$ cat config.mk
export PLATFORM = sky130hd
export DESIGN_NAME = smt_lib_tokenizer
export DESIGN_NICKNAME = d
export VERILOG_FILES = /design/src/design/slt_pkg.sv /design/src/design/slt_front.sv /design/src/design/slt_queue.sv /design/src/design/slt_back.sv /design/src/design/smt_lib_tokenizer.sv
export VERILOG_INCLUDE_DIRS = /design/src /design/src/design
export SDC_FILE = /design/constraint.sdc
export NUM_CORES = 2
export LEC_CHECK = 0
export BUFFER_PORTS_ARGS = -buffer_cell sky130_fd_sc_hd__buf_2
export CAP_MARGIN = 20
export CORE_MARGIN = 2
export CORE_UTILIZATION = 48
export CTS_BUF_LIST = sky130_fd_sc_hd__clkbuf_4
export DETAILED_ROUTE_END_ITERATION = 8
export GPL_ROUTABILITY_DRIVEN = 0
export HOLD_SLACK_MARGIN = 0.02
export PLACE_DENSITY_LB_ADDON = 0.05
export SLEW_MARGIN = 20
export SYNTH_ARGS = -nofsm -noshare
export SYNTH_HDL_FRONTEND = slang
export SYNTH_SLANG_ARGS = --single-unit
$ cat constraint.sdc
create_clock -name aclk -period 19.8 [get_ports aclk]
set_clock_uncertainty 0.15 [all_clocks]
set_input_delay 0.99 -clock aclk [delete_from_list [all_inputs] [get_ports aclk]]
set_output_delay 0.99 -clock aclk [all_outputs]
set_load 0.01 [all_outputs]
$ cat src/design/smt_lib_tokenizer_assert.svh
// Assertion macros for the SMT-LIB2 tokenizer modules.
// Expects a clock named aclk and an active-low reset named aresetn in scope.
`ifndef SMT_LIB_TOKENIZER_ASSERT_SVH
`define SMT_LIB_TOKENIZER_ASSERT_SVH
`ifndef SYNTHESIS
`define SLT_ASSERT_ALWAYS(lbl, cond) \
    lbl: assert property (@(posedge aclk) disable iff (!aresetn) (cond)) \
        else $error("slt assertion failed");
`define SLT_ASSERT_IMPL(lbl, ante, cons) \
    lbl: assert property (@(posedge aclk) disable iff (!aresetn) (ante) |-> (cons)) \
        else $error("slt assertion failed");
`define SLT_ASSERT_NEXT(lbl, ante, cons) \
    lbl: assert property (@(posedge aclk) disable iff (!aresetn) (ante) |=> (cons)) \
        else $error("slt assertion failed");
`else
`define SLT_ASSERT_ALWAYS(lbl, cond)
`define SLT_ASSERT_IMPL(lbl, ante, cons)
`define SLT_ASSERT_NEXT(lbl, ante, cons)
`endif
`endif

$ cat src/design/slt_pkg.sv
// Shared types, codes and character classes for the SMT-LIB2 tokenizer.
// No dependencies; used by every module of the block.
package slt_pkg;

    localparam int LINE_BITS_DEF   = 24;
    localparam int OFFSET_BITS_DEF = 32;
    localparam int QUEUE_DEPTH_DEF = 4;
    localparam int HDR_BITS        = 17;
    localparam int MAX_EVENTS      = 3;

    typedef enum logic [13:0] {
        M_IDLE    = 14'b00000000000001,
        M_COMMENT = 14'b00000000000010,
        M_SYMBOL  = 14'b00000000000100,
        M_KEYWORD = 14'b00000000001000,
        M_QSYM    = 14'b00000000010000,
        M_STRING  = 14'b00000000100000,
        M_NUM     = 14'b00000001000000,
        M_DEC     = 14'b00000010000000,
        M_HASH    = 14'b00000100000000,
        M_BIN1    = 14'b00001000000000,
        M_BIN     = 14'b00010000000000,
        M_HEX1    = 14'b00100000000000,
        M_HEX     = 14'b01000000000000,
        M_ERROR   = 14'b10000000000000
    } mode_t;

    localparam logic [1:0] EV_START   = 2'd0;
    localparam logic [1:0] EV_CONTENT = 2'd1;
    localparam logic [1:0] EV_END     = 2'd2;
    localparam logic [1:0] EV_ERROR   = 2'd3;

    localparam logic [3:0] KIND_LPAREN  = 4'd0;
    localparam logic [3:0] KIND_RPAREN  = 4'd1;
    localparam logic [3:0] KIND_KEYWORD = 4'd2;
    localparam logic [3:0] KIND_SYMBOL  = 4'd3;
    localparam logic [3:0] KIND_STRING  = 4'd4;
    localparam logic [3:0] KIND_NUMERAL = 4'd5;
    localparam logic [3:0] KIND_BINARY  = 4'd6;
    localparam logic [3:0] KIND_HEX     = 4'd7;
    localparam logic [3:0] KIND_DECIMAL = 4'd8;
    localparam logic [3:0] KIND_EOF     = 4'd9;

    localparam logic [2:0] ERR_NONE     = 3'd0;
    localparam logic [2:0] ERR_EOF_QSYM = 3'd1;
    localparam logic [2:0] ERR_EOF_STR  = 3'd2;
    localparam logic [2:0] ERR_ESCAPE   = 3'd3;
    localparam logic [2:0] ERR_INVALID  = 3'd4;
    localparam logic [2:0] ERR_RADIX    = 3'd5;

    localparam logic [7:0] CH_EOF    = 8'hFF;
    localparam logic [7:0] CH_TAB    = 8'h09;
    localparam logic [7:0] CH_LF     = 8'h0A;
    localparam logic [7:0] CH_CR     = 8'h0D;
    localparam logic [7:0] CH_SPACE  = 8'h20;
    localparam logic [7:0] CH_QUOTE  = 8'h22;
    localparam logic [7:0] CH_HASH   = 8'h23;
    localparam logic [7:0] CH_LPAREN = 8'h28;
    localparam logic [7:0] CH_RPAREN = 8'h29;
    localparam logic [7:0] CH_DOT    = 8'h2E;
    localparam logic [7:0] CH_ZERO   = 8'h30;
    localparam logic [7:0] CH_ONE    = 8'h31;
    localparam logic [7:0] CH_NINE   = 8'h39;
    localparam logic [7:0] CH_COLON  = 8'h3A;
    localparam logic [7:0] CH_SEMI   = 8'h3B;
    localparam logic [7:0] CH_BSLASH = 8'h5C;
    localparam logic [7:0] CH_LOW_B  = 8'h62;
    localparam logic [7:0] CH_LOW_N  = 8'h6E;
    localparam logic [7:0] CH_LOW_X  = 8'h78;
    localparam logic [7:0] CH_BAR    = 8'h7C;

    typedef struct packed {
        logic [1:0] ev;
        logic [3:0] kind;
        logic [7:0] data;
        logic [2:0] err;
    } evt_hdr_t;

    function automatic evt_hdr_t mk_hdr(input logic [1:0] ev, input logic [3:0] kind,
                                        input logic [7:0] data, input logic [2:0] err);
        evt_hdr_t h;
        h.ev   = ev;
        h.kind = kind;
        h.data = data;
        h.err  = err;
        return h;
    endfunction

    function automatic logic is_digit(input logic [7:0] c);
        return (c inside {[CH_ZERO:CH_NINE]});
    endfunction

    function automatic logic is_hex(input logic [7:0] c);
        return (c inside {[CH_ZERO:CH_NINE], [8'h61:8'h66], [8'h41:8'h46]});
    endfunction

    function automatic logic is_sym(input logic [7:0] c);
        return (c inside {[CH_ZERO:CH_NINE], [8'h61:8'h7A], [8'h41:8'h5A],
                          8'h7E, 8'h21, 8'h40, 8'h24, 8'h25, 8'h5E, 8'h26,
                          8'h2A, 8'h5F, 8'h2D, 8'h2B, 8'h3D, 8'h3C, 8'h3E,
                          CH_DOT, 8'h3F});
    endfunction

endpackage

$ cat src/design/slt_front.sv
// Front end: accepts one byte per cycle while push_ready holds, advances
// the lexer mode and counters, and bundles up to three events. Needs slt_pkg.
`include "smt_lib_tokenizer_assert.svh"
module slt_front
    import slt_pkg::*;
#(
    parameter int LINE_BITS   = LINE_BITS_DEF,
    parameter int OFFSET_BITS = OFFSET_BITS_DEF,
    localparam int EVT_BITS   = HDR_BITS + LINE_BITS + OFFSET_BITS,
    localparam int BUNDLE_BITS = 2 + MAX_EVENTS * EVT_BITS
) (
    input  logic                   aclk,
    input  logic                   aresetn,
    input  logic                   in_valid,
    output logic                   in_ready,
    input  logic [7:0]             in_data,
    input  logic                   in_eoi,
    output logic                   push_valid,
    input  logic                   push_ready,
    output logic [BUNDLE_BITS-1:0] push_data
);

    mode_t                   mode_reg, mode_next;
    logic                    esc_reg, esc_next;
    logic [LINE_BITS-1:0]    line_reg, line_next;
    logic [OFFSET_BITS-1:0]  off_reg, off_next;
    logic [LINE_BITS-1:0]    tsl_reg, tsl_next;
    logic [OFFSET_BITS-1:0]  tso_reg, tso_next;

    logic                    eof;
    logic [7:0]              ch;
    logic                    again;
    logic [3:0]              kind_v;
    logic [1:0]              cnt_v;
    evt_hdr_t                hdr_v  [MAX_EVENTS];
    logic [LINE_BITS-1:0]    lin_v  [MAX_EVENTS];
    logic [OFFSET_BITS-1:0]  pos_v  [MAX_EVENTS];
    logic                    accept;

    assign in_ready = push_ready;
    assign accept   = in_valid && push_ready;

    always_comb begin
        eof       = in_eoi || (in_data == CH_EOF);
        ch        = eof ? CH_EOF : in_data;
        mode_next = mode_reg;
        esc_next  = esc_reg;
        line_next = line_reg;
        off_next  = (off_reg != '1) ? off_reg + 1'b1 : off_reg;
        tsl_next  = tsl_reg;
        tso_next  = tso_reg;
        again     = 1'b0;
        kind_v    = KIND_SYMBOL;
        cnt_v     = 2'd0;
        for (int i = 0; i < MAX_EVENTS; i++) begin
            hdr_v[i] = '0;
            lin_v[i] = '0;
            pos_v[i] = '0;
        end

        case (mode_reg)
            M_SYMBOL, M_KEYWORD: begin
                kind_v = (mode_reg == M_KEYWORD) ? KIND_KEYWORD : KIND_SYMBOL;
                if (!eof && is_sym(ch)) begin
                    hdr_v[cnt_v] = mk_hdr(EV_CONTENT, kind_v, ch, ERR_NONE);
                end else begin
                    hdr_v[cnt_v] = mk_hdr(EV_END, kind_v, 8'd0, ERR_NONE);
                    again = 1'b1;
                end
                lin_v[cnt_v] = tsl_next;
                pos_v[cnt_v] = tso_next;
                cnt_v = cnt_v + 2'd1;
            end
            M_NUM: begin
                if (!eof && is_digit(ch)) begin
                    hdr_v[cnt_v] = mk_hdr(EV_CONTENT, KIND_NUMERAL, ch, ERR_NONE);
                end else if (!eof && ch == CH_DOT) begin
                    hdr_v[cnt_v] = mk_hdr(EV_CONTENT, KIND_DECIMAL, ch, ERR_NONE);
                    mode_next = M_DEC;
                end else begin
                    hdr_v[cnt_v] = mk_hdr(EV_END, KIND_NUMERAL, 8'd0, ERR_NONE);
                    again = 1'b1;
                end
                lin_v[cnt_v] = tsl_next;
                pos_v[cnt_v] = tso_next;
                cnt_v = cnt_v + 2'd1;
            end
            M_DEC: begin
                if (!eof && is_digit(ch)) begin
                    hdr_v[cnt_v] = mk_hdr(EV_CONTENT, KIND_DECIMAL, ch, ERR_NONE);
                end else begin
                    hdr_v[cnt_v] = mk_hdr(EV_END, KIND_DECIMAL, 8'd0, ERR_NONE);
                    again = 1'b1;
                end
                lin_v[cnt_v] = tsl_next;
                pos_v[cnt_v] = tso_next;
                cnt_v = cnt_v + 2'd1;
            end
            M_HASH: begin
                if (ch == CH_LOW_B || ch == CH_LOW_X) begin
                    hdr_v[cnt_v] = mk_hdr(EV_START,
                                          (ch == CH_LOW_B) ? KIND_BINARY : KIND_HEX,
                                          8'd0, ERR_NONE);
                    lin_v[cnt_v] = tsl_next;
                    pos_v[cnt_v] = tso_next;
                    mode_next = (ch == CH_LOW_B) ? M_BIN1 : M_HEX1;
                end else begin
                    hdr_v[cnt_v] = mk_hdr(EV_ERROR, KIND_LPAREN, ch, ERR_RADIX);
                    lin_v[cnt_v] = line_reg;
                    pos_v[cnt_v] = off_next;
                    mode_next = M_ERROR;
                    esc_next  = 1'b0;
                    again     = eof;
                end
                cnt_v = cnt_v + 2'd1;
            end
            M_BIN1, M_BIN, M_HEX1, M_HEX: begin
                kind_v = (mode_reg == M_BIN1 || mode_reg == M_BIN) ? KIND_BINARY : KIND_HEX;
                if ((kind_v == KIND_BINARY && (ch == CH_ZERO || ch == CH_ONE)) ||
                    (kind_v == KIND_HEX && !eof && is_hex(ch))) begin
                    hdr_v[cnt_v] = mk_hdr(EV_CONTENT, kind_v, ch, ERR_NONE);
                    lin_v[cnt_v] = tsl_next;
                    pos_v[cnt_v] = tso_next;
                    mode_next = (kind_v == KIND_BINARY) ? M_BIN : M_HEX;
                end else if (mode_reg == M_BIN1 || mode_reg == M_HEX1) begin
                    hdr_v[cnt_v] = mk_hdr(EV_ERROR, KIND_LPAREN, ch, ERR_RADIX);
                    lin_v[cnt_v] = line_reg;
                    pos_v[cnt_v] = off_next;
                    mode_next = M_ERROR;
                    esc_next  = 1'b0;
                    again     = eof;
                end else begin
                    hdr_v[cnt_v] = mk_hdr(EV_END, kind_v, 8'd0, ERR_NONE);
                    lin_v[cnt_v] = tsl_next;
                    pos_v[cnt_v] = tso_next;
                    again = 1'b1;
                end
                cnt_v = cnt_v + 2'd1;
            end
            M_QSYM: begin
                if (eof) begin
                    hdr_v[cnt_v] = mk_hdr(EV_ERROR, KIND_LPAREN, ch, ERR_EOF_QSYM);
                    lin_v[cnt_v] = line_reg;
                    pos_v[cnt_v] = off_next;
                    mode_next = M_ERROR;
                    esc_next  = 1'b0;
                    again     = 1'b1;
                end else if (ch == CH_BAR && !esc_reg) begin
                    hdr_v[cnt_v] = mk_hdr(EV_END, KIND_SYMBOL, 8'd0, ERR_NONE);
                    lin_v[cnt_v] = tsl_next;
                    pos_v[cnt_v] = tso_next;
                    mode_next = M_IDLE;
                end else begin
                    hdr_v[cnt_v] = mk_hdr(EV_CONTENT, KIND_SYMBOL, ch, ERR_NONE);
                    lin_v[cnt_v] = tsl_next;
                    pos_v[cnt_v] = tso_next;
                    esc_next = (ch == CH_BSLASH);
                end
                cnt_v = cnt_v + 2'd1;
            end
            M_STRING: begin
                if (eof) begin
                    hdr_v[cnt_v] = mk_hdr(EV_ERROR, KIND_LPAREN, ch, ERR_EOF_STR);
                    lin_v[cnt_v] = line_reg;
                    pos_v[cnt_v] = off_next;
                    cnt_v = cnt_v + 2'd1;
                    mode_next = M_ERROR;
                    esc_next  = 1'b0;
                    again     = 1'b1;
                end else if (esc_reg) begin
                    esc_next = 1'b0;
                    if (ch == CH_BSLASH || ch == CH_QUOTE || ch == CH_LOW_N) begin
                        hdr_v[cnt_v] = mk_hdr(EV_CONTENT, KIND_STRING,
                                              (ch == CH_LOW_N) ? CH_LF : ch, ERR_NONE);
                        lin_v[cnt_v] = tsl_next;
                        pos_v[cnt_v] = tso_next;
                    end else begin
                        hdr_v[cnt_v] = mk_hdr(EV_ERROR, KIND_LPAREN, ch, ERR_ESCAPE);
                        lin_v[cnt_v] = line_reg;
                        pos_v[cnt_v] = off_next;
                        mode_next = M_ERROR;
                    end
                    cnt_v = cnt_v + 2'd1;
                end else if (ch == CH_QUOTE) begin
                    hdr_v[cnt_v] = mk_hdr(EV_END, KIND_STRING, 8'd0, ERR_NONE);
                    lin_v[cnt_v] = tsl_next;
                    pos_v[cnt_v] = tso_next;
                    cnt_v = cnt_v + 2'd1;
                    mode_next = M_IDLE;
                end else if (ch == CH_BSLASH) begin
                    esc_next = 1'b1;
                end else begin
                    hdr_v[cnt_v] = mk_hdr(EV_CONTENT, KIND_STRING, ch, ERR_NONE);
                    lin_v[cnt_v] = tsl_next;
                    pos_v[cnt_v] = tso_next;
                    cnt_v = cnt_v + 2'd1;
                end
            end
            M_COMMENT: begin
                if (eof) begin
                    again = 1'b1;
                end else if (ch == CH_LF) begin
                    mode_next = M_IDLE;
                end
            end
            M_ERROR: begin
                again = eof;
            end
            default: begin
                again = 1'b1;
            end
        endcase

        if (again) begin
            if (eof) begin
                // eof token, then back to the reset state
                hdr_v[cnt_v] = mk_hdr(EV_START, KIND_EOF, 8'd0, ERR_NONE);
                lin_v[cnt_v] = line_reg;
                pos_v[cnt_v] = off_next;
                cnt_v = cnt_v + 2'd1;
                hdr_v[cnt_v] = mk_hdr(EV_END, KIND_EOF, 8'd0, ERR_NONE);
                lin_v[cnt_v] = line_reg;
                pos_v[cnt_v] = off_next;
                cnt_v = cnt_v + 2'd1;
                mode_next = M_IDLE;
                esc_next  = 1'b0;
                line_next = LINE_BITS'(1);
                off_next  = '0;
                tsl_next  = LINE_BITS'(1);
                tso_next  = '0;
            end else begin
                mode_next = M_IDLE;
                esc_next  = 1'b0;
                if (ch == CH_SPACE || ch == CH_TAB || ch == CH_CR || ch == CH_LF) begin
                    mode_next = M_IDLE;
                end else if (ch == CH_SEMI) begin
                    mode_next = M_COMMENT;
                end else if (ch == CH_HASH) begin
                    tsl_next  = line_reg;
                    tso_next  = off_next;
                    mode_next = M_HASH;
                end else if (ch == CH_LPAREN || ch == CH_RPAREN) begin
                    tsl_next = line_reg;
                    tso_next = off_next;
                    kind_v   = (ch == CH_LPAREN) ? KIND_LPAREN : KIND_RPAREN;
                    hdr_v[cnt_v] = mk_hdr(EV_START, kind_v, 8'd0, ERR_NONE);
                    lin_v[cnt_v] = tsl_next;
                    pos_v[cnt_v] = tso_next;
                    cnt_v = cnt_v + 2'd1;
                    hdr_v[cnt_v] = mk_hdr(EV_END, kind_v, 8'd0, ERR_NONE);
                    lin_v[cnt_v] = tsl_next;
                    pos_v[cnt_v] = tso_next;
                    cnt_v = cnt_v + 2'd1;
                end else if (ch == CH_BAR || ch == CH_QUOTE) begin
                    tsl_next = line_reg;
                    tso_next = off_next;
                    hdr_v[cnt_v] = mk_hdr(EV_START,
                                          (ch == CH_BAR) ? KIND_SYMBOL : KIND_STRING,
                                          8'd0, ERR_NONE);
                    lin_v[cnt_v] = tsl_next;
                    pos_v[cnt_v] = tso_next;
                    cnt_v = cnt_v + 2'd1;
                    mode_next = (ch == CH_BAR) ? M_QSYM : M_STRING;
                end else if (ch == CH_COLON || is_digit(ch) || is_sym(ch)) begin
                    tsl_next = line_reg;
                    tso_next = off_next;
                    if (ch == CH_COLON) begin
                        kind_v    = KIND_KEYWORD;
                        mode_next = M_KEYWORD;
                    end else if (is_digit(ch)) begin
                        kind_v    = KIND_NUMERAL;
                        mode_next = M_NUM;
                    end else begin
                        kind_v    = KIND_SYMBOL;
                        mode_next = M_SYMBOL;
                    end
                    hdr_v[cnt_v] = mk_hdr(EV_START, kind_v, 8'd0, ERR_NONE);
                    lin_v[cnt_v] = tsl_next;
                    pos_v[cnt_v] = tso_next;
                    cnt_v = cnt_v + 2'd1;
                    hdr_v[cnt_v] = mk_hdr(EV_CONTENT, kind_v, ch, ERR_NONE);
                    lin_v[cnt_v] = tsl_next;
                    pos_v[cnt_v] = tso_next;
                    cnt_v = cnt_v + 2'd1;
                end else begin
                    hdr_v[cnt_v] = mk_hdr(EV_ERROR, KIND_LPAREN, ch, ERR_INVALID);
                    lin_v[cnt_v] = line_reg;
                    pos_v[cnt_v] = off_next;
                    cnt_v = cnt_v + 2'd1;
                    mode_next = M_ERROR;
                end
            end
        end

        // line count advances after the byte, in any mode
        if (!eof && ch == CH_LF && line_next != '1) begin
            line_next = line_next + 1'b1;
        end
    end

    always_comb begin
        push_data[1:0] = cnt_v;
        for (int i = 0; i < MAX_EVENTS; i++) begin
            push_data[2 + i*EVT_BITS +: EVT_BITS] = {pos_v[i], lin_v[i], hdr_v[i]};
        end
    end

    assign push_valid = accept && (cnt_v != 2'd0);

    always_ff @(posedge aclk) begin
        if (!aresetn) begin
            mode_reg <= M_IDLE;
            esc_reg  <= 1'b0;
            line_reg <= LINE_BITS'(1);
            off_reg  <= '0;
            tsl_reg  <= LINE_BITS'(1);
            tso_reg  <= '0;
        end else if (accept) begin
            mode_reg <= mode_next;
            esc_reg  <= esc_next;
            line_reg <= line_next;
            off_reg  <= off_next;
            tsl_reg  <= tsl_next;
            tso_reg  <= tso_next;
        end
    end

    `SLT_ASSERT_ALWAYS(a_line_nonzero, line_reg != '0)
    `SLT_ASSERT_IMPL(a_esc_only_quoted, esc_reg, mode_reg == M_QSYM || mode_reg == M_STRING)

endmodule

$ cat src/design/slt_queue.sv
// Short bundle queue between the front and back ends.
// Depends on slt_pkg for the default depth.
`include "smt_lib_tokenizer_assert.svh"
module slt_queue
    import slt_pkg::*;
#(
    parameter int WIDTH = 8,
    parameter int DEPTH = QUEUE_DEPTH_DEF,
    localparam int PTR_BITS = (DEPTH > 1) ? $clog2(DEPTH) : 1,
    localparam int CNT_BITS = $clog2(DEPTH + 1)
) (
    input  logic             aclk,
    input  logic             aresetn,
    input  logic             wr_valid,
    output logic             wr_ready,
    input  logic [WIDTH-1:0] wr_data,
    output logic             rd_valid,
    input  logic             rd_ready,
    output logic [WIDTH-1:0] rd_data
);

    logic [WIDTH-1:0]    mem [DEPTH];
    logic [PTR_BITS-1:0] wr_ptr_reg, rd_ptr_reg;
    logic [CNT_BITS-1:0] count_reg;
    logic                push, pop;

    assign wr_ready = (count_reg != CNT_BITS'(DEPTH));
    assign rd_valid = (count_reg != '0);
    assign push     = wr_valid && wr_ready;
    assign pop      = rd_valid && rd_ready;
    assign rd_data  = mem[rd_ptr_reg];

    always_ff @(posedge aclk) begin
        if (push) begin
            mem[wr_ptr_reg] <= wr_data;
        end
    end

    always_ff @(posedge aclk) begin
        if (!aresetn) begin
            wr_ptr_reg <= '0;
            rd_ptr_reg <= '0;
            count_reg  <= '0;
        end else begin
            if (push) begin
                wr_ptr_reg <= (wr_ptr_reg == PTR_BITS'(DEPTH - 1)) ? '0 : wr_ptr_reg + 1'b1;
            end
            if (pop) begin
                rd_ptr_reg <= (rd_ptr_reg == PTR_BITS'(DEPTH - 1)) ? '0 : rd_ptr_reg + 1'b1;
            end
            if (push && !pop) begin
                count_reg <= count_reg + 1'b1;
            end else if (pop && !push) begin
                count_reg <= count_reg - 1'b1;
            end
        end
    end

    `SLT_ASSERT_ALWAYS(a_count_bound, count_reg <= CNT_BITS'(DEPTH))
    `SLT_ASSERT_NEXT(a_count_drop, pop && !push, count_reg == $past(count_reg) - 1'b1)

endmodule

$ cat src/design/slt_back.sv
// Back end: holds one bundle and hands out its events one transfer at a time.
// Depends on slt_pkg for the event header layout.
`include "smt_lib_tokenizer_assert.svh"
module slt_back
    import slt_pkg::*;
#(
    parameter int LINE_BITS   = LINE_BITS_DEF,
    parameter int OFFSET_BITS = OFFSET_BITS_DEF,
    localparam int EVT_BITS   = HDR_BITS + LINE_BITS + OFFSET_BITS,
    localparam int BUNDLE_BITS = 2 + MAX_EVENTS * EVT_BITS
) (
    input  logic                   aclk,
    input  logic                   aresetn,
    input  logic                   q_valid,
    output logic                   q_ready,
    input  logic [BUNDLE_BITS-1:0] q_data,
    output logic                   out_valid,
    input  logic                   out_ready,
    output evt_hdr_t               out_hdr,
    output logic [LINE_BITS-1:0]   out_line,
    output logic [OFFSET_BITS-1:0] out_offset,
    output logic                   out_last
);

    logic [BUNDLE_BITS-1:0] bundle_reg;
    logic                   valid_reg;
    logic [1:0]             idx_reg;
    logic [1:0]             cnt;
    logic [EVT_BITS-1:0]    cur;
    logic                   take;

    assign cnt = bundle_reg[1:0];

    always_comb begin
        case (idx_reg)
            2'd1:    cur = bundle_reg[2 + EVT_BITS +: EVT_BITS];
            2'd2:    cur = bundle_reg[2 + 2*EVT_BITS +: EVT_BITS];
            default: cur = bundle_reg[2 +: EVT_BITS];
        endcase
    end

    assign out_hdr    = evt_hdr_t'(cur[HDR_BITS-1:0]);
    assign out_line   = cur[HDR_BITS +: LINE_BITS];
    assign out_offset = cur[HDR_BITS + LINE_BITS +: OFFSET_BITS];
    assign out_last   = (idx_reg == cnt - 2'd1);
    assign out_valid  = valid_reg;

    // load the next bundle when empty or when its last event leaves
    assign take    = !valid_reg || (out_ready && out_last);
    assign q_ready = take;

    always_ff @(posedge aclk) begin
        if (take && q_valid) begin
            bundle_reg <= q_data;
        end
    end

    always_ff @(posedge aclk) begin
        if (!aresetn) begin
            valid_reg <= 1'b0;
            idx_reg   <= 2'd0;
        end else if (take) begin
            valid_reg <= q_valid;
            idx_reg   <= 2'd0;
        end else if (out_ready) begin
            idx_reg <= idx_reg + 2'd1;
        end
    end

    `SLT_ASSERT_IMPL(a_idx_in_bundle, valid_reg, cnt != 2'd0 && idx_reg < cnt)

endmodule

$ cat src/design/smt_lib_tokenizer.sv
// Top level of the SMT-LIB2 tokenizer: byte stream in, token event stream out.
// Depends on slt_pkg, slt_front, slt_queue and slt_back.
//
// The tokenizer takes one source byte per transfer and produces zero to three
// events per byte (token start, content byte, token end, error), each with the
// token kind, the line and the one-based offset where the token starts (for
// errors, where the offending byte sits). A byte of 0xFF or tlast on the input
// marks end of input: any complete open token is closed, an open string,
// quoted symbol or radix prefix reports its error, an eof token follows and
// the counters return to their reset values for the next stream. After an
// error the block emits nothing until end of input. Line and offset counters
// saturate. The front end classifies a byte in the cycle it arrives and
// writes its events as one bundle into a QUEUE_DEPTH-entry queue; the back
// end sends one event per cycle while the result port is ready, with tlast
// on the last event of each byte. A byte that yields no event writes no
// bundle; input is taken every cycle while the queue has room, so the
// sustained rate is one byte per cycle as long as the bytes average at most
// one event, and otherwise one event per cycle at the result port. Between
// input transfer and first result lie the queue entry and the bundle register.
module smt_lib_tokenizer
    import slt_pkg::*;
#(
    parameter int LINE_BITS   = LINE_BITS_DEF,
    parameter int OFFSET_BITS = OFFSET_BITS_DEF,
    parameter int QUEUE_DEPTH = QUEUE_DEPTH_DEF,
    localparam int M_FIELD_BITS = 11 + LINE_BITS + OFFSET_BITS,
    localparam int M_DATA_W     = ((M_FIELD_BITS + 7) / 8) * 8,
    localparam int EVT_BITS     = HDR_BITS + LINE_BITS + OFFSET_BITS,
    localparam int BUNDLE_BITS  = 2 + MAX_EVENTS * EVT_BITS
) (
    input  logic                aclk,
    input  logic                aresetn,
    input  logic                s_axis_tvalid,
    output logic                s_axis_tready,
    input  logic [7:0]          s_axis_tdata,   // [7:0] data_byte
    input  logic                s_axis_tlast,   // end_of_input
    output logic                m_axis_tvalid,
    input  logic                m_axis_tready,
    // content_byte, error_code, line_number, byte_offset (lowest bit up), zero fill
    output logic [M_DATA_W-1:0] m_axis_tdata,
    output logic [5:0]          m_axis_tuser,   // event_res [1:0], token_kind [5:2]
    output logic                m_axis_tlast    // last event caused by the input byte
);

    logic                   push_valid, push_ready;
    logic [BUNDLE_BITS-1:0] push_data;
    logic                   pop_valid, pop_ready;
    logic [BUNDLE_BITS-1:0] pop_data;
    evt_hdr_t               evt_hdr;
    logic [LINE_BITS-1:0]   evt_line;
    logic [OFFSET_BITS-1:0] evt_offset;

    // Classify each byte and update the lexer state.
    slt_front #(
        .LINE_BITS   (LINE_BITS),
        .OFFSET_BITS (OFFSET_BITS)
    ) u_front (
        .aclk       (aclk),
        .aresetn    (aresetn),
        .in_valid   (s_axis_tvalid),
        .in_ready   (s_axis_tready),
        .in_data    (s_axis_tdata),
        .in_eoi     (s_axis_tlast),
        .push_valid (push_valid),
        .push_ready (push_ready),
        .push_data  (push_data)
    );

    // Decouple the two ends so either may stall on its own.
    slt_queue #(
        .WIDTH (BUNDLE_BITS),
        .DEPTH (QUEUE_DEPTH)
    ) u_queue (
        .aclk     (aclk),
        .aresetn  (aresetn),
        .wr_valid (push_valid),
        .wr_ready (push_ready),
        .wr_data  (push_data),
        .rd_valid (pop_valid),
        .rd_ready (pop_ready),
        .rd_data  (pop_data)
    );

    // Serialize each bundle into single event transfers.
    slt_back #(
        .LINE_BITS   (LINE_BITS),
        .OFFSET_BITS (OFFSET_BITS)
    ) u_back (
        .aclk       (aclk),
        .aresetn    (aresetn),
        .q_valid    (pop_valid),
        .q_ready    (pop_ready),
        .q_data     (pop_data),
        .out_valid  (m_axis_tvalid),
        .out_ready  (m_axis_tready),
        .out_hdr    (evt_hdr),
        .out_line   (evt_line),
        .out_offset (evt_offset),
        .out_last   (m_axis_tlast)
    );

    // Pack the result fields, zero fill to whole bytes.
    assign m_axis_tdata = M_DATA_W'({evt_offset, evt_line, evt_hdr.err, evt_hdr.data});
    assign m_axis_tuser = {evt_hdr.kind, evt_hdr.ev};

endmodule

Word-level counts from Yosys, hierarchy flattened
Memories as Yosys holds them, arrays and structs flattened. A register that Yosys moved wholly into a read port is not among the register bits.
Index checks and enable logic that the tools add are counted.
Storage, ports and cells
  RAM bits: 884
  register bits: 137
  memories kept: 1
  input port bits: 13
  output and inout bits: 81
Memory list
  u_queue.mem: depth 4, width 221, rd ports 1, clocked after memory_dff 1, wr ports 1, RTL line slt_queue.sv:22  | logic [WIDTH-1:0] mem [DEPTH];
Operators by class
  $lt $le $gt $ge: 12
  reductions and logical operators: 61
  eq/ne operators: 71
  add/sub/neg operators: 10
  bitwise operators: 9
  multiplexer cells: 185
Operator list (number)
  $mux W96: 8
  $mux W32: 21
  $mux W72: 8
  $mux W24: 21
  $mux W51: 8
  $mux W14: 22
  $bwmux W51: 6
  $mux W17: 14
  $bwmux W96: 2
  $eq A8 B6 Y1 const B: 21
  $pmux W32 S5: 1
  $pmux W73 S2: 1
  $bwmux W72: 2
  $demux W32 S2: 2
  $pmux W24 S5: 1
  $pmux W17 S7: 1
  $demux W24 S2: 2
  $pmux W14 S6: 1
  $eq A8 B7 Y1 const B: 9
  $demux W17 S2: 2
  $and A45 B45 Y45: 1
  $not A45 Y45: 1
  $and A42 B42 Y42: 1
  $not A42 Y42: 1
  73 further kinds: 191

Logic depth before layout (Yosys ltp)
  depth after elaboration: 26
  mapped depth: 21

Modules after synthesis
From an unflattened synthesis, not the netlist that was laid out.
Second synthesis, totals
  cell total of the unflattened synthesis: 3236
  area, all modules: 50885.1 um^2
By module, submodules not included
  slt_queue: area an instance 32394.8 um^2, cells each 1206, times used 1
  slt_front: area an instance 10274.9 um^2, cells each 1526, times used 1
  slt_back: area an instance 8174.1 um^2, cells each 498, times used 1
  smt_lib_tokenizer: area an instance 41.3 um^2, cells each 6, times used 1

Least setup slack after synthesis
Ideal clock, no wire load.
  kind: reg-to-reg
  from: register u_back.bundle_reg[1] (read register of u_queue.mem)
  to: register u_queue.count_reg[2]
  cell stages (with the launch flop): 13
  clock period less this slack: 12.647 ns
  library setup time: 0.076 ns
  buffers on the path: 0
  setup slack: 7.153 ns
  arrival: 12.421 ns
  path through: edfxtp_1 > xnor2_1 > or3_1 > o21ai_0 > a21boi_0 > nor2_1 > inv_1 > ha_1 > inv_1 > fa_1 > xor2_1 > or3_1 > a21boi_0
Between the ends
  longest elaborated chain between the ends: 8
Ends and longest elaborated chain
  start: declaration: RTL line slt_back.sv:25  | logic [BUNDLE_BITS-1:0] bundle_reg;
  $sub A2 B1 Y2 *: RTL line slt_back.sv:45  | assign out_last = (idx_reg == cnt - 2'd1);
  $eq A2 B2 Y1 *: RTL line slt_back.sv:45
  net m_axis_tlast: RTL line smt_lib_tokenizer.sv:42  | output logic m_axis_tlast
  $logic_and A1 B1 Y1 *: RTL line slt_back.sv:49  | assign take = !valid_reg || (out_ready && out_last);
  $logic_or A1 B1 Y1 *: RTL line slt_back.sv:49
  $logic_and A1 B1 Y1 *: RTL line slt_queue.sv:30  | assign pop = rd_valid && rd_ready;
  net u_queue.pop: RTL line slt_queue.sv:25  | logic push, pop;
  $logic_not A1 Y1: RTL line slt_queue.sv:51  | if (push && !pop) begin
  $logic_and A1 B1 Y1: RTL line slt_queue.sv:51
  $mux W3 / $reduce_bool A2 Y1 (equally long branches)
  end signal: assignment: RTL line slt_queue.sv:52  | count_reg <= count_reg + 1'b1;
  end signal: assignment: RTL line slt_queue.sv:54  | count_reg <= count_reg - 1'b1;
  end: declaration: RTL line slt_queue.sv:24  | logic [CNT_BITS-1:0] count_reg;
Mark *: on every way through the listed nets, which the timed path passes. The rest lies on a longest branch.
A chain may end at the register's enable or synchronous reset.

Worst setup path after layout
  from: register u_front.mode_reg[9]
  to: memory u_queue.mem[2][192] (netlist name), enable pin
Between the ends
  longest elaborated chain between the ends: 18
Ends and longest elaborated chain
  start: declaration: RTL line slt_front.sv:23  | mode_t mode_reg, mode_next;
  start signal: assignment: RTL line slt_front.sv:319  | mode_reg <= mode_next;
  $eq A14 B3 Y1 (tied with other cells): RTL line slt_front.sv:61  | case (mode_reg)
  $reduce_or A10 Y1 (no line)
  $pmux W2 S2: RTL line slt_front.sv:61
  $add A2 B1 Y2
  $add A2 B1 Y2: RTL line slt_front.sv:224, slt_front.sv:253, slt_front.sv:284
  $mux W2: RTL line slt_front.sv:264  | end else if (ch == CH_COLON || is_digit(ch) || is_sym(ch)) begin
  $mux W2: RTL line slt_front.sv:254  | end else if (ch == CH_BAR || ch == CH_QUOTE) begin
  $mux W2: RTL line slt_front.sv:242  | end else if (ch == CH_LPAREN || ch == CH_RPAREN) begin
  (+3 left out)
  $mux W2: RTL line slt_front.sv:215  | if (eof) begin
  $mux W2 *: RTL line slt_front.sv:214  | if (again) begin
  $reduce_bool A2 Y1 *: RTL line slt_front.sv:308  | assign push_valid = accept && (cnt_v != 2'd0);
  $logic_and A1 B1 Y1 *: RTL line slt_front.sv:308
  $logic_and A1 B1 Y1 *: RTL line slt_queue.sv:29  | assign push = wr_valid && wr_ready;
  net u_queue.push: RTL line slt_queue.sv:25
  $mux W1 *: RTL line slt_queue.sv:34  | if (push) begin
  $mux W1 (not written as such) *: RTL line slt_queue.sv:35  | mem[wr_ptr_reg] <= wr_data;
  end: declaration: RTL line slt_queue.sv:22
Marks and branches as above.

==> metrics.md <==
| Metric | Value |
|---|---|
| Setup TNS Final | 0 ps |
| Hold Crit Class | primary input to flop |
| Failing checks | max-slew violations |
| Via-to-Cell Ratio | 5.81 |
| Max FO, Critical Path | 65 |
| H-Tree Depth | 5 |
| Final WS setup | roughly 12000 ps |
| Top delay family on crit path | buffers and inverters |
| Clk Tree Root Cell | clkbuf_4 |
| Asr flop ratio synth | 0 |
| Main synth FF type | edfxtp_1 |
| Delay of the slowest cell on the worst path | 930 ps |
| I/O Pins | 94 |
| First-pass GRT wire length | 178 mm |
| CP Class | flop to flop |
| Final Hold Violating Endpoints | 0 |
| Clk pwr share | 0.304 |
| Average size of a mapped cell | 16.3 um2 |
| Post-synthesis cell type count | 87 |
| HPWL Detailed | around 63 mm |
| Via count | ~28000 |
| DRC violations left | 0 |
| Worst path buffer plus inverter count | 4 |
| Yosys Warn Count | 0 |
| Max Clk Rate | 0.136 GHz |
| Critical path's slowest cell | buf_4 |
| Most frequent cells in the layout | 1080 x edfxtp_1, 498 x clkbuf_4, 218 x nand2_1 |
| GRT Total Usage | 0.229 |
| DP Area | 50700 um2 |
| Area taken by multi-input logic gates | 12900 um2 |
| Die Span X | 323 um |
| Leak Pwr | 0.0186 uW |
| Part of the power in registers | 0.502 |
| Place WS | 11600 ps |
| Avg WL per Cell | 24.2 um |
| Clock network latency to the later pin of the worst-skew pair | 1170 ps |
| RSZ-0062 raised after global routing | no |
| Number of enable flip-flop cells after synthesis | 1080 |
| Final wirelength | 118 mm |
| Fin util | 0.539 |
| Post-route ant nets | 0 |
| Seq cells post-synth | 1217 |
| Number of flip-flops in the largest register | 864 |
| P_int | 5070 uW |
| Filler instances | 8382 |
| Pwr/cell area | 128 nW/um2 |
| Core area | just over 100000 um2 |
| Initial antenna violation count | 4 |
| Area grow syn2layout | 11.9% |
| Hold Buf Count CTS | 1 |
| Fraction of layout cells with a size suffix above 1 | 0.257 |
| Period utilization | 0.371 |
| Most common cell after layout, fill and taps aside | edfxtp_1 |
| Port buffer count | 88 |
| GRT overflow | 0 |
| # rows | 117 |
| Total CTS buffers | 334 |
| Hold WS | 238 ps |
| Sw Share | 0.277 |
| Drt pass-1 iters | 6 |
| Worst ir drop on vdd | 0.172 mV |
| Nets | 3294 |
| MaxCap Viol Count | 0 |
| Final min period | ~7400 ps |
| Synthesized instance count | 2995 |
| Total count of max-transition violations in the final report | 36 |
| CTS tree | yes |
| Measured slew at the worst slew-check pin | 1540 ps |
| NetSw | around 1900 uW |
| Worst EP required | 20380 ps |
| Largest net degree at the start of global routing | 145 |
| CP Launch Type | flop |
| DIE AREA | 104000 um2 |
| Comb pwr share | 0.195 |
| CTS-repair resized insts | 0 |
| Vias in the first global route | 30000 |
| Design area | 54700 um2 |
| Sequential element share of the synthesized area | 0.719 |
| CTS Sinks | 1217 |
| CP arrival | ~7900 ps |
| Initial DRC Count | between 2000 and 2500 |
| # Post-CTS Setup Buffers | 0 |
| Crit path capture type | flop |
| Mapped cell area | 48900 um2 |
| Clock-pin slew on the worst setup and hold paths | 60 ps |
| Max-slew headroom | -0.0279 |
| Sequential cell area | 35200 um2 |
| Crit-path cells | nor4_2 -> nand2_1 -> a211oi_1 -> nor3_1 -> nand2_1 -> inv_2 -> ha_1 -> nand2_1 -> nor2_1 -> nand3_1 -> o21ai_1 -> a21oi_2 -> and2_4 -> buf_4 -> buf_4 -> buf_4 |
| Clock tree buffer depth | 4 |
| Status | complete, but fails checks |
| Final count of negative-setup-slack endpoints | 0 |
| Worst reg2reg setup slack | 12450 ps |
| Initial Util | 0.482 |
| Die Height | 323 um |
## area by class of cell
class	count	share of cell area
Antenna cell	2	0.0000914
Clock buffer	498	0.0683
Clock inverter	64	0.00521
Inverter	20	0.00137
Multi-Input combinational cell	1567	0.236
Sequential cell	1217	0.643
Tap cell	1368	0.0313
Timing Repair Buffer	127	0.0146
## synthesized netlist by cell type (26+ instances only)
library cell  count  area [um2]
buf_2            27         135
a22oi_1         102         766
edfxtp_1       1080       32400
o21ai_1          45         225
mux4_2          216        4860
buf_1            35         131
a21oi_1          41         205
nor2_1          162         608
nor3_1           38         190
xnor2_1          26         228
nand3_1          39         195
dfxtp_1         137        2740
clkbuf_1        125         469
nor2b_1          82         513
and3_1           28         175
nand2_1         218         818
xor2_1           31         272
and2_1          100         626
o21ai_0         131         656
## routing by layer
metal	part of all wire	track usage
met1	0.43	0.300
met2	0.49	0.380
met3	0.058	0.0495
met4	0.022	0.0801
met5	0.00023	0
## cells by family (layout without fill, tap and decap cells)
group,after synthesis,count (layout),share of synthesized area
AO/OA/AOI/OAI,472,472,0.0641
AND/OR/NAND/NOR,789,789,0.0823
flip-flops,1217,1217,0.719
multiplexers,226,226,0.102
XOR/XNOR,57,57,0.0102
buffers and inverters,219,709,0.0189
other,1,11,0.0000767
adder cells (fa/ha/maj),14,14,0.00373
## power by group through the flow
stage               Sequential (uW)  Combinational [uW]  Clock (uW)
floorplan                      3600                 963           0
global placement               3560                1400           0
detailed placement             3570                1410           0
CTS                            3520                1410        2200
global route                   3560                1490        2340
finish                         3520                1360        2130
## final timing paths
path | startpoint | to | cells past startpoint
max | u_front.mode_reg[9] | u_queue.mem[2][192] | 16
min | aresetn | u_front.tsl_reg[21] | 2
max reg2reg | u_front.mode_reg[9] | u_queue.mem[2][192] | 16
min reg2reg | u_front.off_reg[17] | u_front.off_reg[17] | 2
## stage by stage
| step | std cells | total power, uW |
|---|---|---|
| 3_5_place_dp | 4298 | 4980 |
| 3_3_place_gp | 4298 | 4960 |
| 5_1_grt | 4863 | 7390 |
| 6_report | 4863 | 7010 |
| 4_1_cts | 4861 | 7140 |
| 2_1_floorplan | 3003 | 4560 |
Note: power is estimated with default switching activity, not from simulation.
